===== src/hdl/tvap_pkg.sv =====
`default_nettype none
// ----------------------------------------------------------------------------
// tvap_pkg
// Shared types and fixed constants for the time-varying all-pole filter.
// ----------------------------------------------------------------------------
package tvap_pkg;

	localparam int COEF_FIELDS = 8;
	localparam int COEF_BITS   = 16;
	localparam int FRAC_BITS   = 12;
	localparam int TAPS_W      = 4;

	localparam logic [TAPS_W-1:0] TAPS_RESET = 4'd8;

	localparam logic OP_LOAD   = 1'b0;
	localparam logic OP_FILTER = 1'b1;

	typedef logic signed [COEF_BITS-1:0] coef_t;

endpackage
// ----------------------------------------------------------------------------
`default_nettype wire


===== src/hdl/time_varying_allpole_filter_core.sv =====
`default_nettype none
// ----------------------------------------------------------------------------
// time_varying_allpole_filter_core
// All-pole synthesis filter with per-sample coefficients, one shared MAC.
// ----------------------------------------------------------------------------
//  channel   handshake                 payload
//  in        in_valid / in_stall       operation, sample, coef_0..coef_7
//  out       out_valid / out_stall     filtered_sample, clipped
//  cfg       cfg_valid / cfg_ready     cfg_data (taps_in_use)
//
// A filter request walks ntaps = min(taps_in_use, ORDER, 8) taps on the
// single multiply-accumulate unit, one tap per cycle.
// Reset clears the history to zero and taps_in_use to 8.
// in_stall is high for the whole filter request; a finished result also waits
// in ST_DONE while the previous result is still held by out_stall.
// ----------------------------------------------------------------------------
module time_varying_allpole_filter_core
	import tvap_pkg::*;
#(
	parameter int ORDER       = 8,
	parameter int SAMPLE_BITS = 16
) (
	input  wire                          clk,
	input  wire                          arst_n,

	input  wire                          in_valid,
	output logic                         in_stall,
	input  wire                          operation,
	input  wire signed [SAMPLE_BITS-1:0] sample,
	input  wire signed [COEF_BITS-1:0]   coef_0,
	input  wire signed [COEF_BITS-1:0]   coef_1,
	input  wire signed [COEF_BITS-1:0]   coef_2,
	input  wire signed [COEF_BITS-1:0]   coef_3,
	input  wire signed [COEF_BITS-1:0]   coef_4,
	input  wire signed [COEF_BITS-1:0]   coef_5,
	input  wire signed [COEF_BITS-1:0]   coef_6,
	input  wire signed [COEF_BITS-1:0]   coef_7,

	output logic                         out_valid,
	input  wire                          out_stall,
	output logic signed [SAMPLE_BITS-1:0] filtered_sample,
	output logic                         clipped,

	input  wire                          cfg_valid,
	output logic                         cfg_ready,
	input  wire        [TAPS_W-1:0]      cfg_data
);

	localparam int NT     = (ORDER < COEF_FIELDS) ? ORDER : COEF_FIELDS;
	localparam int IDX_W  = $clog2(NT + 1);
	localparam int PROD_W = COEF_BITS + SAMPLE_BITS;
	localparam int ACC_W  = PROD_W + 4;

	localparam logic signed [ACC_W-1:0] ROUND_HALF = ACC_W'(1) <<< (FRAC_BITS - 1);
	localparam logic signed [ACC_W-1:0] SAT_HI = (ACC_W'(1) <<< (SAMPLE_BITS - 1)) - ACC_W'(1);
	localparam logic signed [ACC_W-1:0] SAT_LO = -SAT_HI - ACC_W'(1);

	typedef enum logic [1:0] {
		ST_IDLE,
		ST_MAC,
		ST_DONE
	} state_t;

	state_t                          state_q;
	logic [TAPS_W-1:0]               taps_q;
	logic [IDX_W-1:0]                idx_q;
	logic [IDX_W-1:0]                ntaps_q;
	logic                            prod_vld_q;
	logic signed [PROD_W-1:0]        prod_q;
	logic signed [ACC_W-1:0]         acc_q;
	coef_t                           coef_q [COEF_FIELDS];
	logic signed [SAMPLE_BITS-1:0]   hist_q [ORDER];
	logic                            out_valid_q;
	logic signed [SAMPLE_BITS-1:0]   out_sample_q;
	logic                            out_clip_q;

	coef_t                           coef_in [COEF_FIELDS];
	coef_t                           c_sel;
	logic signed [SAMPLE_BITS-1:0]   h_sel;
	logic signed [ACC_W-1:0]         rnd;
	logic signed [SAMPLE_BITS-1:0]   y_sat;
	logic                            y_clip;
	logic [IDX_W-1:0]                ntaps_next;
	logic                            in_take;
	logic                            out_free;

	assign coef_in[0] = coef_0;
	assign coef_in[1] = coef_1;
	assign coef_in[2] = coef_2;
	assign coef_in[3] = coef_3;
	assign coef_in[4] = coef_4;
	assign coef_in[5] = coef_5;
	assign coef_in[6] = coef_6;
	assign coef_in[7] = coef_7;

	assign in_stall        = (state_q != ST_IDLE);
	assign in_take         = in_valid && !in_stall;
	assign cfg_ready       = 1'b1;
	assign out_valid       = out_valid_q;
	assign filtered_sample = out_sample_q;
	assign clipped         = out_clip_q;
	assign out_free        = !out_valid_q || !out_stall;

	always_comb begin
		if (taps_q > TAPS_W'(NT)) begin
			ntaps_next = IDX_W'(NT);
		end else begin
			ntaps_next = taps_q[IDX_W-1:0];
		end
	end

	// tap select for the shared multiplier
	always_comb begin
		h_sel = '0;
		c_sel = '0;
		for (int k = 0; k < NT; k++) begin
			if (idx_q == IDX_W'(k)) begin
				h_sel = hist_q[k];
				c_sel = coef_q[k];
			end
		end
	end

	// round half up, then saturate
	always_comb begin
		rnd = (acc_q + ROUND_HALF) >>> FRAC_BITS;
		if (rnd > SAT_HI) begin
			y_sat  = SAT_HI[SAMPLE_BITS-1:0];
			y_clip = 1'b1;
		end else if (rnd < SAT_LO) begin
			y_sat  = SAT_LO[SAMPLE_BITS-1:0];
			y_clip = 1'b1;
		end else begin
			y_sat  = rnd[SAMPLE_BITS-1:0];
			y_clip = 1'b0;
		end
	end

	always_ff @(posedge clk or negedge arst_n) begin
		if (!arst_n) begin
			state_q     <= ST_IDLE;
			taps_q      <= TAPS_RESET;
			idx_q       <= '0;
			ntaps_q     <= '0;
			prod_vld_q  <= 1'b0;
			out_valid_q <= 1'b0;
			for (int k = 0; k < ORDER; k++) begin
				hist_q[k] <= '0;
			end
		end else begin
			if (cfg_valid && cfg_ready) begin
				taps_q <= cfg_data;
			end
			if (state_q == ST_DONE && out_free) begin
				out_valid_q <= 1'b1;
			end else if (out_valid_q && !out_stall) begin
				out_valid_q <= 1'b0;
			end
			unique case (state_q)
				ST_IDLE: begin
					prod_vld_q <= 1'b0;
					if (in_take) begin
						if (operation == OP_FILTER) begin
							idx_q   <= '0;
							ntaps_q <= ntaps_next;
							state_q <= ST_MAC;
						end else begin
							for (int k = ORDER - 1; k > 0; k--) begin
								hist_q[k] <= hist_q[k-1];
							end
							hist_q[0] <= sample;
						end
					end
				end
				ST_MAC: begin
					if (idx_q < ntaps_q) begin
						prod_vld_q <= 1'b1;
						idx_q      <= idx_q + IDX_W'(1);
					end else begin
						prod_vld_q <= 1'b0;
						if (!prod_vld_q) begin
							state_q <= ST_DONE;
						end
					end
				end
				ST_DONE: begin
					if (out_free) begin
						for (int k = ORDER - 1; k > 0; k--) begin
							hist_q[k] <= hist_q[k-1];
						end
						hist_q[0]    <= y_sat;
						out_sample_q <= y_sat;
						out_clip_q   <= y_clip;
						state_q      <= ST_IDLE;
					end
				end
				default: begin
					state_q <= ST_IDLE;
				end
			endcase
		end
	end

	// datapath: coefficient capture, product and accumulator
	always_ff @(posedge clk) begin
		if (in_take && operation == OP_FILTER) begin
			for (int k = 0; k < COEF_FIELDS; k++) begin
				coef_q[k] <= coef_in[k];
			end
			acc_q <= {{(ACC_W - SAMPLE_BITS){sample[SAMPLE_BITS-1]}}, sample} <<< FRAC_BITS;
		end else if (prod_vld_q) begin
			acc_q <= acc_q - {{(ACC_W - PROD_W){prod_q[PROD_W-1]}}, prod_q};
		end
		prod_q <= c_sel * h_sel;
	end

endmodule
// ----------------------------------------------------------------------------
`default_nettype wire


===== config.mk =====
export PLATFORM = sky130hd
export DESIGN_NAME = time_varying_allpole_filter_core
export DESIGN_NICKNAME = d
export VERILOG_FILES = /design/src/hdl/tvap_pkg.sv /design/src/hdl/time_varying_allpole_filter_core.sv
export SDC_FILE = /design/constraint.sdc
export NUM_CORES = 1
export LEC_CHECK = 0
export BUFFER_PORTS_ARGS = -buffer_cell sky130_fd_sc_hd__buf_2
export CAP_MARGIN = 20
export CORE_MARGIN = 3
export CORE_UTILIZATION = 40
export CTS_BUF_LIST = sky130_fd_sc_hd__clkbuf_4 sky130_fd_sc_hd__clkbuf_8
export DETAILED_ROUTE_END_ITERATION = 7
export GPL_TIMING_DRIVEN = 0
export PLACE_DENSITY = 0.6
export SETUP_SLACK_MARGIN = 0.3
export SYNTH_ARGS = -nofsm -noshare
export SYNTH_HDL_FRONTEND = slang
export SYNTH_SLANG_ARGS = --single-unit
export TNS_END_PERCENT = 50

===== constraint.sdc =====
create_clock -name clk -period 11.17 [get_ports clk]
set_input_delay 1.117 -clock clk [delete_from_list [all_inputs] [get_ports clk]]
set_output_delay 1.117 -clock clk [all_outputs]
set_load 0.02 [all_outputs]

==> flow_summary.yaml, run 1 <==
setup_path:
  critical_path.slowest_cell: "a21oi_1"
  cp_common_cell: "fa_1"
  cp_max_fo: 10
  crit_required_ns: 11.69
  path_class: "reg2reg"
  critPathLaunchType: "flop"
  cpPeakStageDelay_ns: 0.73
  critPathCaptureType: "flop"
  arrival_ns: 10.48
logic_synthesis:
  syn_avg_cell_area_um2: 10.5
  netlist_area_um2: 26200
  synthesis.nets: 3040
  synth-async-reset-ratio_pct: 40.3
  netlist_instances: 2498
  ys.flop_type: "edfxtp_1"
  synth_area_leaders: "fa_1 20%, edfxtp_1 19%, dfrtp_1 14%, ha_1 6.0%, inv_1 5.1%"
  ys_seq_area_share_pct: 36.4
  synth_top_area_share_pct: 20.1
  yosysWarnings: 0
  synth_edf_count: 169
  yosys.area.top_type: "fa_1"
  ys_ff_latch: 357
  ys_types: 76
routing:
  drc: 0
  drt_pass1_iterations: 5
  avgRoutedWirePerCell_um: 20.3
  drtIter0Drc: 1459
  via_per_inst: 5.35
  dr_total_vias: 19500
  ant_nets: 0
  drt_wl_total_um: 73800
run_status:
  status: "complete, no violations"
grt:
  grt_max_degree: 79
  grt_pass1_wl_um: 115000
  grtUsageTotal_pct: 21.9
  grt_remaining_overflow: 0
  grt_pass1_vias: 20900
  antenna_found_initial: 1
clock_network:
  cts_tree: "done"
  cts_max_path_buffers: 3
  cts_made_buffers: 59
  clock_latency_ns: 0.65
  cts_resized: 0
  clk_pin_slew_ns: 0.06
  postCtsSetupBuffers: 0
  cts-root-buf: "clkbuf_8"
  cts.sinks: 357
  hold_buffers: 0
  cts_max_level: 2
place:
  dp_hpwl_um: 58500
  io_buffers: 172
  gp_congestion: 0.911
die:
  io_pins: 174
  die_h_um: 262
  dieArea_um2: 68700
  fp.coreArea_um2: 64700
  die_x_um: 262
  num_rows: 93
  start_util_pct: 40.6
cells_and_area:
  nFillCells: 6183
  syn2layout_area_growth_pct: 12.7
  drive_above_1_share_pct: 16.5
  fin_nets: 3282
timing:
  max_freq_mhz: 100
  max_slew_margin_pct: 20.9
  hold_violations: 0
  setup_viol: 0
  slew_viol_final: 0
  finClkSkew_ns: 0.0187
  period_needed_ns: 9.96
  tightestPinTransition_ns: 1.16
  rsz0062_at_grt: "no"
  tns_ns: 0
  finalCritPeriodShare_pct: 89.2
flow_run:
  max-cap-violations: 0
worst_hold_path:
  hp-class: "in2async"
[synth_stat cells, drive strengths merged (4+ instances only)]
| library cell | number |
|---|---|
| o21a | 29 |
| xor2 | 32 |
| o21ai | 111 |
| xnor2 | 48 |
| a22oi | 35 |
| nand2b | 25 |
| nor2 | 260 |
| o31a | 4 |
| dfrtp | 143 |
| a21o | 41 |
| o21bai | 9 |
| nand3b | 4 |
| nor3 | 17 |
| clkbuf | 70 |
| a211o | 4 |
| or3 | 4 |
| mux2i | 52 |
| fa | 263 |
| or2 | 14 |
| inv | 364 |
| nor3b | 4 |
| a21oi | 86 |
| buf | 31 |
| dfxtp | 44 |
| nand2 | 212 |
| o31ai | 6 |
| a211oi | 42 |
| nand3 | 22 |
| nand4 | 6 |
| edfxtp | 169 |
| mux2 | 118 |
| a221oi | 31 |
| nor2b | 6 |
| ha | 125 |
| and3 | 12 |
| a31oi | 10 |
| and2 | 5 |
[critical path: cells and delay by family (launching register included)]
kind / cells / cell delay [ns]
adder cells (fa/ha/maj): 8 / 3.79
multiplexers: 1 / 0.10
AND/OR/NAND/NOR: 2 / 0.72
AO/OA/AOI/OAI: 13 / 3.38
buffers and inverters: 6 / 1.31
XOR/XNOR: 1 / 0.12
flip-flops: 1 / 0.43
[layout make-up]
type	instances	area, µm²	share of cell area (%)
Timing Repair Buffer	181	1020	3.46
Multi-Input combinational cell	1674	14900	50.4
Clock inverter	17	85.1	0.288
Clock buffer	94	1140	3.85
Buffer	101	428	1.45
Sequential cell	357	9560	32.3
Tap cell	855	1070	3.62
Antenna cell	1	2.50	0.00846
Inverter	366	1370	4.65
[cell usage in the layout (no fill, tap or decap), types with 5 or more instances in the layout]
cell type,count
a221oi_1,31
clkbuf_8,69
inv_2,5
o21bai_1,9
a21oi_1,86
o21a_1,29
nand3_1,22
ha_1,125
o21ai_2,11
dfxtp_1,44
clkinv_1,9
and3_1,12
nand2_1,212
a22oi_1,35
clkbuf_4,26
o21ai_1,76
and2_1,5
a211oi_1,42
nor3_1,17
xnor2_1,48
inv_1,359
xor2_1,32
fa_1,263
a21o_1,41
o21ai_0,24
a31oi_1,10
mux2i_1,52
or2_1,13
clkbuf_1,69
nor2_1,260
buf_6,5
nand4_1,6
mux2_2,116
nor2b_1,6
buf_2,195
nand2b_1,25
edfxtp_1,169
dfrtp_1,143
clkinv_2,7
[metrics by stage]
step	util, %	instances	area (µm²)	hold slack [ns]	setup slack (ns)
final	45.7	3646	29600	0.454	1.21
after global routing	45.7	3646	29600	0.459	0.608
after CTS	45.6	3642	29500	0.436	1.18
after detailed placement	43.8	3531	28300	0.463	1.20
after global placement	43.6	3525	28200	0.460	1.18
after floorplan	-	2498	26200	0.439	3.42
[logic make-up (layout without fill, tap and decap cells)]
kind of cell	count (synthesis)	after routing	synth area share, %
muxes	170	170	7.05
and+or+nand+nor	599	599	9.82
AOI/OAI and AO/OA	436	436	11.2
DFF	357	357	36.4
other	1	2	0.0143
xor gates and xnor gates	80	80	2.67
adders and majority gates	388	388	26.0
buffers and inverters	467	759	6.85
[per-layer routing]
layer	track usage (%)	part of all wire [%]	vias up
met3	2.81	5.3	150
met2	38.3	50	552
met5	0	0	-
li1	-	-	8815
met1	27.3	40	9971
met4	9.04	4.2	0
[state kept, by name, summed over array words and instances (netlist names), 2 cells and up]
register and count:
taps_q 4, coef_q 128, hist_q 128, prod_q 32, idx_q 4, filtered_sample 16
acc_q 36, ntaps_q 4, state_q 2
[path summary, 6_finish.rpt]
check,start,end,slack [ns],depth (start not counted)
worst max-delay path,idx_q[1],prod_q[31],1.21,31
worst min-delay path,arst_n,hist_q[31],0.45,1
worst max register to register,idx_q[1],prod_q[31],1.21,31
worst min register to register,acc_q[5],acc_q[5],0.48,2
max in group asynchronous,arst_n,hist_q[7],9.88,2
min in group clk,acc_q[5],acc_q[5],0.48,2
Power of run 1 is not shown: default switching activity piles up to over one toggle a cycle in this logic, so the estimate is an artifact.
==> run 2: changes to the inputs <==
--- a/config.mk
+++ b/config.mk
@@ -7,6 +7,7 @@
 export LEC_CHECK = 0
 export BUFFER_PORTS_ARGS = -buffer_cell sky130_fd_sc_hd__buf_2
 export CAP_MARGIN = 20
+export CORE_ASPECT_RATIO = 1.4
 export CORE_MARGIN = 3
 export CORE_UTILIZATION = 40
 export CTS_BUF_LIST = sky130_fd_sc_hd__clkbuf_4 sky130_fd_sc_hd__clkbuf_8
==> flow_summary.yaml, run 2 (synthesized netlist as in run 1, its figures left out) <==
run_status:
  status: "complete, no violations"
setup_path:
  r2r_start: "idx_q[1]"
  cpPeakStageDelay_ns: 0.75
  critical_path.endpoint: "prod_q[31]"
  arrival_ns: 10.65
  crit_family: "adder cells"
  cp_max_fo: 10
  path_class: "reg2reg"
  worstRegToRegCells: 31
  crit_cells: 31
  critPathCaptureType: "flop"
  critPathLaunchType: "flop"
  crit_required_ns: 11.69
  worstReg2RegEnd: "prod_q[31]"
  r2r_slack_ns: 1.04
  crit_start: "idx_q[1]"
  critical_path.slowest_cell: "a21oi_1"
  crit_buf_inv: 6
  cp_common_cell: "fa_1"
die:
  io_pins: 174
  dieArea_um2: 68800
  die_x_um: 223
  die_h_um: 309
  fp.coreArea_um2: 64700
  num_rows: 110
  start_util_pct: 40.6
routing:
  drc: 0
  drtIter0Drc: 1094
  ant_nets: 0
  dr_total_vias: 19400
  drt_pass1_iterations: 7
  drt_wl_total_um: 75900
  via_per_inst: 5.37
  avgRoutedWirePerCell_um: 21.0
clock_network:
  cts_resized: 0
  cts_max_path_buffers: 3
  cts_made_buffers: 55
  cts_tree: "done"
  postCtsSetupBuffers: 0
  clk_pin_slew_ns: 0.07
  cts.sinks: 357
  cts_max_level: 2
  hold_buffers: 0
  cts-root-buf: "clkbuf_8"
  clock_latency_ns: 0.64
timing:
  rsz0062_at_grt: "no"
  max_freq_mhz: 98.7
  worst_slack_ns: 1.04
  max_slew_margin_pct: 20.2
  tightestPinTransition_ns: 1.19
  period_needed_ns: 10.13
  slew_viol_final: 0
  finalCritPeriodShare_pct: 90.7
  finClkSkew_ns: 0.0614
  setup_viol: 0
  hold_violations: 0
  tns_ns: 0
place:
  gp_congestion: 0.947
  dp_cells: 3514
  io_buffers: 172
  placed_area_um2: 28300
  pre_cts_slack_ns: 1.02
  dp_hpwl_um: 60600
cells_and_area:
  mostFrequentLayoutCell: "inv_1"
  largestRegisters: "coef_q (128), hist_q (128), acc_q (36)"
  nFillCells: 6160
  multi_input_area_um2: 14900
  seq_area_um2: 9560
  syn2layout_area_growth_pct: 12.3
  fin_nets: 3275
  layout_common_cells: "359 x inv_1, 263 x fa_1, 260 x nor2_1, 212 x nand2_1, 195 x buf_2"
  final_area_um2: 29500
  drive_above_1_share_pct: 16.2
  stdcell_count: 3618
grt:
  grtUsageTotal_pct: 22.1
  grt_remaining_overflow: 0
  antenna_found_initial: 1
  grt_pass1_wl_um: 118000
  grt_max_degree: 100
  grt_pass1_vias: 20800
worst_hold_path:
  hp-class: "in2async"
flow_run:
  max-cap-violations: 0
[run 2: layer usage]
metal	share of wire [%]	GRT usage, %	vias to the layer above
met5	0	0	-
met4	5.6	11.6	0
met3	4.4	2.13	177
met2	54	42.2	593
met1	36	24.1	9874
li1	-	-	8782
[run 2: how the worst min path moves through the flow]
| stage | slack, ns | depth (start not counted) | start | endpoint |
|---|---|---|---|---|
| 3_3_place_gp | 0.46 | 2 | ntaps_q[0] | ntaps_q[0] |
| 6_report | 0.40 | 1 | arst_n | ntaps_q[0] |
| 2_1_floorplan | 0.44 | 2 | ntaps_q[0] | ntaps_q[0] |
| 3_5_place_dp | 0.47 | 2 | ntaps_q[0] | ntaps_q[0] |
| 4_1_cts | 0.38 | 1 | arst_n | ntaps_q[0] |
| 5_1_grt | 0.43 | 1 | arst_n | hist_q[94] |
[run 2: layout make-up]
type,instances,area share (%)
Multi-Input combinational cell,1674,50.5
Sequential cell,357,32.4
Inverter,366,4.66
Clock buffer,89,3.60
Tap cell,840,3.57
Timing Repair Buffer,178,3.40
Buffer,101,1.45
Clock inverter,12,0.348
Antenna cell,1,0.00849
[run 2: through the flow]
step                      utilization (%)  hold WS, ns
after CTS                            45.5        0.382
after global placement               43.5        0.461
after detailed placement             43.7        0.467
final                                45.6        0.399
after floorplan                         -        0.439
after global routing                 45.6        0.426
[run 2: worst reg2reg max path: cells and delay by family, from the launching register on]
family | cells | cell delay (ns)
AOI/OAI and AO/OA | 13 | 3.42
xor gates and xnor gates | 1 | 0.20
adders and majority gates | 8 | 3.80
buffers and inverters | 6 | 1.32
DFF | 1 | 0.43
muxes | 1 | 0.09
and+or+nand+nor | 2 | 0.74
Power of run 2 is left out for the same reason.
